[src/gha_ram.sv]
module gha_ram #(
	parameter int WIDTH = 8,
	parameter int DEPTH = 16
) (
	input  logic                     clk,
	input  logic                     we,
	input  logic [$clog2(DEPTH)-1:0] waddr,
	input  logic [WIDTH-1:0]         wdata,
	input  logic [$clog2(DEPTH)-1:0] raddr,
	output logic [WIDTH-1:0]         rdata
);

	logic [WIDTH-1:0] mem [DEPTH];

	always_ff @(posedge clk) begin
		if (we) begin
			mem[waddr] <= wdata;
		end
		rdata <= mem[raddr];
	end

endmodule
[config.mk]
export PLATFORM = sky130hd
export DESIGN_NAME = gha_ram
export DESIGN_NICKNAME = d
export VERILOG_FILES = /design/src/gha_ram.sv
export SDC_FILE = /design/constraint.sdc
export NUM_CORES = 1
export LEC_CHECK = 0
export BUFFER_PORTS_ARGS = -buffer_cell sky130_fd_sc_hd__buf_2
export CORE_MARGIN = 5
export CORE_UTILIZATION = 55
export CTS_CLUSTER_SIZE = 12
export DETAILED_ROUTE_END_ITERATION = 10
export PLACE_DENSITY = 0.82
export SLEW_MARGIN = 20
export SYNTH_ARGS = -nofsm -noshare
export SYNTH_HDL_FRONTEND = slang
export SYNTH_SLANG_ARGS = --single-unit
[constraint.sdc]
create_clock -name clk -period 2.7 [get_ports clk]
set_input_delay 0.81 -clock clk [delete_from_list [all_inputs] [get_ports clk]]
set_output_delay 0.81 -clock clk [all_outputs]
set_load 0.02 [all_outputs]
==> results by group <==
Run status
  – Status: completed

Finish
  – NumNets Final: 299
  – Area Growth Syn to Fin: 18.2%
  – Share of cells above drive strength 1: 31.3%
  – Design area: 6090 sq um
  – Most common cell after layout, fill and taps aside: edfxtp_1
  – Post-Layout Cell Count: 405
  – # fillers: 582
  – Commonest cells after routing, fill and taps aside: 128 x edfxtp_1, 25 x buf_2, 18 x mux4_2
  – Diode count: 0

Clock tree
  – Clock Latency Late Sink: 0.50 ns
  – Clock root buffer: clkbuf_8
  – Hold_buf cts: 0
  – Post-CTS Setup Bufs: 0
  – Clk sinks: 136
  – Post-CTS sizing: 0
  – H-tree depth: 4
  – CTS tree: yes
  – Clock Path Buffers: 2
  – Total CTS buffers: 17
  – CTS clk-pin slew, worst paths: 0.06 ns

Yosys
  – Number of synthesized flops with an enable pin: 128
  – Seq/Total Area, Yosys: 77.8%
  – Syn Area/Cell: 22.5 sq um
  – Synth warnings: 0
  – Post-synth top area cell: edfxtp_1
  – FFs w/ async S/R, synth: 0%
  – Main synth FF type: edfxtp_1
  – Syn Std Cell Area: 5150 sq um
  – Yosys cell types: 19
  – Post-synthesis register bit count: 136
  – Syn Inst Count: 229
  – Ranking of synthesized cells by area: edfxtp_1 75%, mux4_2 7.9%, mux4_1 7.1%
  – Syn Nets: 247
  – Area fraction of the dominant cell type after synthesis: 74.7%

Placement
  – Placed Area: 5490 sq um
  – Post-Place Worst Slack: between 0.3 and 0.4 ns
  – Inst Count DP: 373
  – GP Congestion: 0.720
  – Post-detail-place hpwl: 5.86 mm
  – Port buffer count: 25

STA
  – Final Skew: 0.00646 ns
  – Tcrit/Tclk final: 69.1%
  – Final Hold Viols: 0
  – Worst slew margin: 43.5%
  – F_max: 536 MHz
  – RSZ-0062 raised after global routing: false
  – Least-Margin Pin Slew: 0.846 ns
  – Setup_tns: 0 ns
  – Crit path time final: 1.86 ns
  – Slew Limit Fails: 0
  – PnR worst setup slack: 0.835 ns
  – Endpoints failing setup: 0

Die
  – Die height: between 100 and 150 um
  – DIE AREA: 11,400 sq um
  – Core region area: 9200 sq um
  – Initial Utilization: 56.0%
  – I/O Pins: 26
  – Die X: 107 um
  – Rows: 35

Routing
  – Initial DRC Count: 204
  – TritonRoute pass-1 iters: 5
  – Vias/cell: 6.10
  – Final ANT Viol Nets: 0
  – Vias: 2,469
  – DRC: 0
  – Total Wirelength: 9.99 mm
  – Drt wl/cell: 24.7 um

Setup path
  – Critical Path Max Stage Delay: around 0.37 ns
  – CP startpoint: rdata[5]
  – CP Data Arrival Time: 1.05 ns
  – WP buf/inv: 1
  – Setup CP Type: reg -> out
  – Critical-path top delay cell: dfxtp_1
  – R2R depth: 3
  – CP startpoint kind: flip-flop
  – Crit-path leading delay family: flip-flops
  – RR Startpoint: mem[1][1]
  – Critical-path maximum fanout: 1
  – Req. time, crit path: 1.89 ns
  – Register-to-register setup slack: 1.26 ns
  – Type of destination of the critical path: primary output
  – CP Capture Point: rdata[5]
  – Reg-to-reg critical path endpoint: rdata[1]
  – Crit-path cells: buf_2
  – Crit path depth: 1

GRT
  – Initial antenna violation count: 0
  – Total grt overflow: 0
  – First-pass GRT wire length: ~15 mm
  – Pin count of the biggest net entering global routing: 33
  – Vias in the first global route: 2,572
  – Total GRT Usage: a little under a fifth

Hold path
  – Min-Delay Path Class: reg -> reg

Power
  – Overall power: approximately 5 mW
  – PD cells: 809 nW/um^2
  – Pleak: 2.08 nW
  – Peak supply drop: 0.000475 V

Run
  – Max Cap Viol: 0
-- area by class of cell --
| cell class | count | area, sq um | share of cell area [%] |
|---|---|---|---|
| Timing Repair Buffer | 43 | 285 | 4.69 |
| Multi-Input combinational cell | 83 | 1060 | 17.4 |
| Tap cell | 111 | 139 | 2.28 |
| Sequential cell | 136 | 4000 | 65.8 |
| Clock buffer | 19 | 422 | 6.93 |
| Clock inverter | 13 | 179 | 2.94 |
-- where the power goes --
| group | switching [mW] | total, mW | internal (mW) |
|---|---|---|---|
| clock network | 0.822 | 2.31 | 1.49 |
| registers | 0.0178 | 2.38 | 2.36 |
| logic | 0.134 | 0.228 | 0.0941 |
| total | 0.973 | 4.92 | 3.95 |
-- worst register-to-register path, stage by stage, from the launching register on --
cell	delay (ns)
edfxtp_1	0.37
mux4_1	0.52
a22oi_1	0.35
nand2_1	0.09
-- metal layers --
| layer | GRT usage (%) | share of wire [%] |
|---|---|---|
| met1 | 25.7 | 41 |
| met4 | 5.21 | 1.1 |
| met2 | 31.5 | 53 |
| met3 | 4.82 | 5.0 |
| met5 | 0 | 0 |
-- metrics by stage --
| step | hold WS, ns | util (%) |
|---|---|---|
| after floorplan | 0.629 | - |
| after global placement | 0.644 | 59.6 |
| after detailed placement | 0.657 | 59.6 |
| after CTS | 0.660 | 66.2 |
| after global routing | 0.678 | 66.2 |
| final | 0.678 | 66.2 |
-- worst min path at each step --
stage | start | to | cells past startpoint
2_1_floorplan | mem[7][0] | rdata[0] | 3
3_3_place_gp | mem[12][7] | rdata[7] | 3
3_5_place_dp | mem[15][5] | rdata[5] | 3
4_1_cts | wdata[3] | mem[7][3] | 1
5_1_grt | wdata[4] | mem[6][4] | 1
6_report | mem[15][5] | rdata[5] | 3
-- sequential cells by signal, indices dropped and copies added, names as in the netlist --
register,flops
mem,128
rdata,8
-- cells by family after synthesis --
kind of cell	count (synthesis)	synth area share [%]
buffers and inverters	10	1.68
AOI/OAI and AO/OA	16	2.33
DFF	136	77.8
and+or+nand+nor	35	3.18
muxes	32	15.0
-- synthesized netlist by cell type (2+ instances only) --
cell / number
mux4_1: 14
a22oi_1: 16
clkdlybuf4s25_2: 3
mux4_2: 18
nand2_1: 9
buf_6: 3
buf_2: 3
nor2_1: 13
nor3_1: 4
edfxtp_1: 128
nand3b_1: 2
dfxtp_1: 8
nand2b_1: 2
Note: power is estimated with default switching activity, not from simulation.
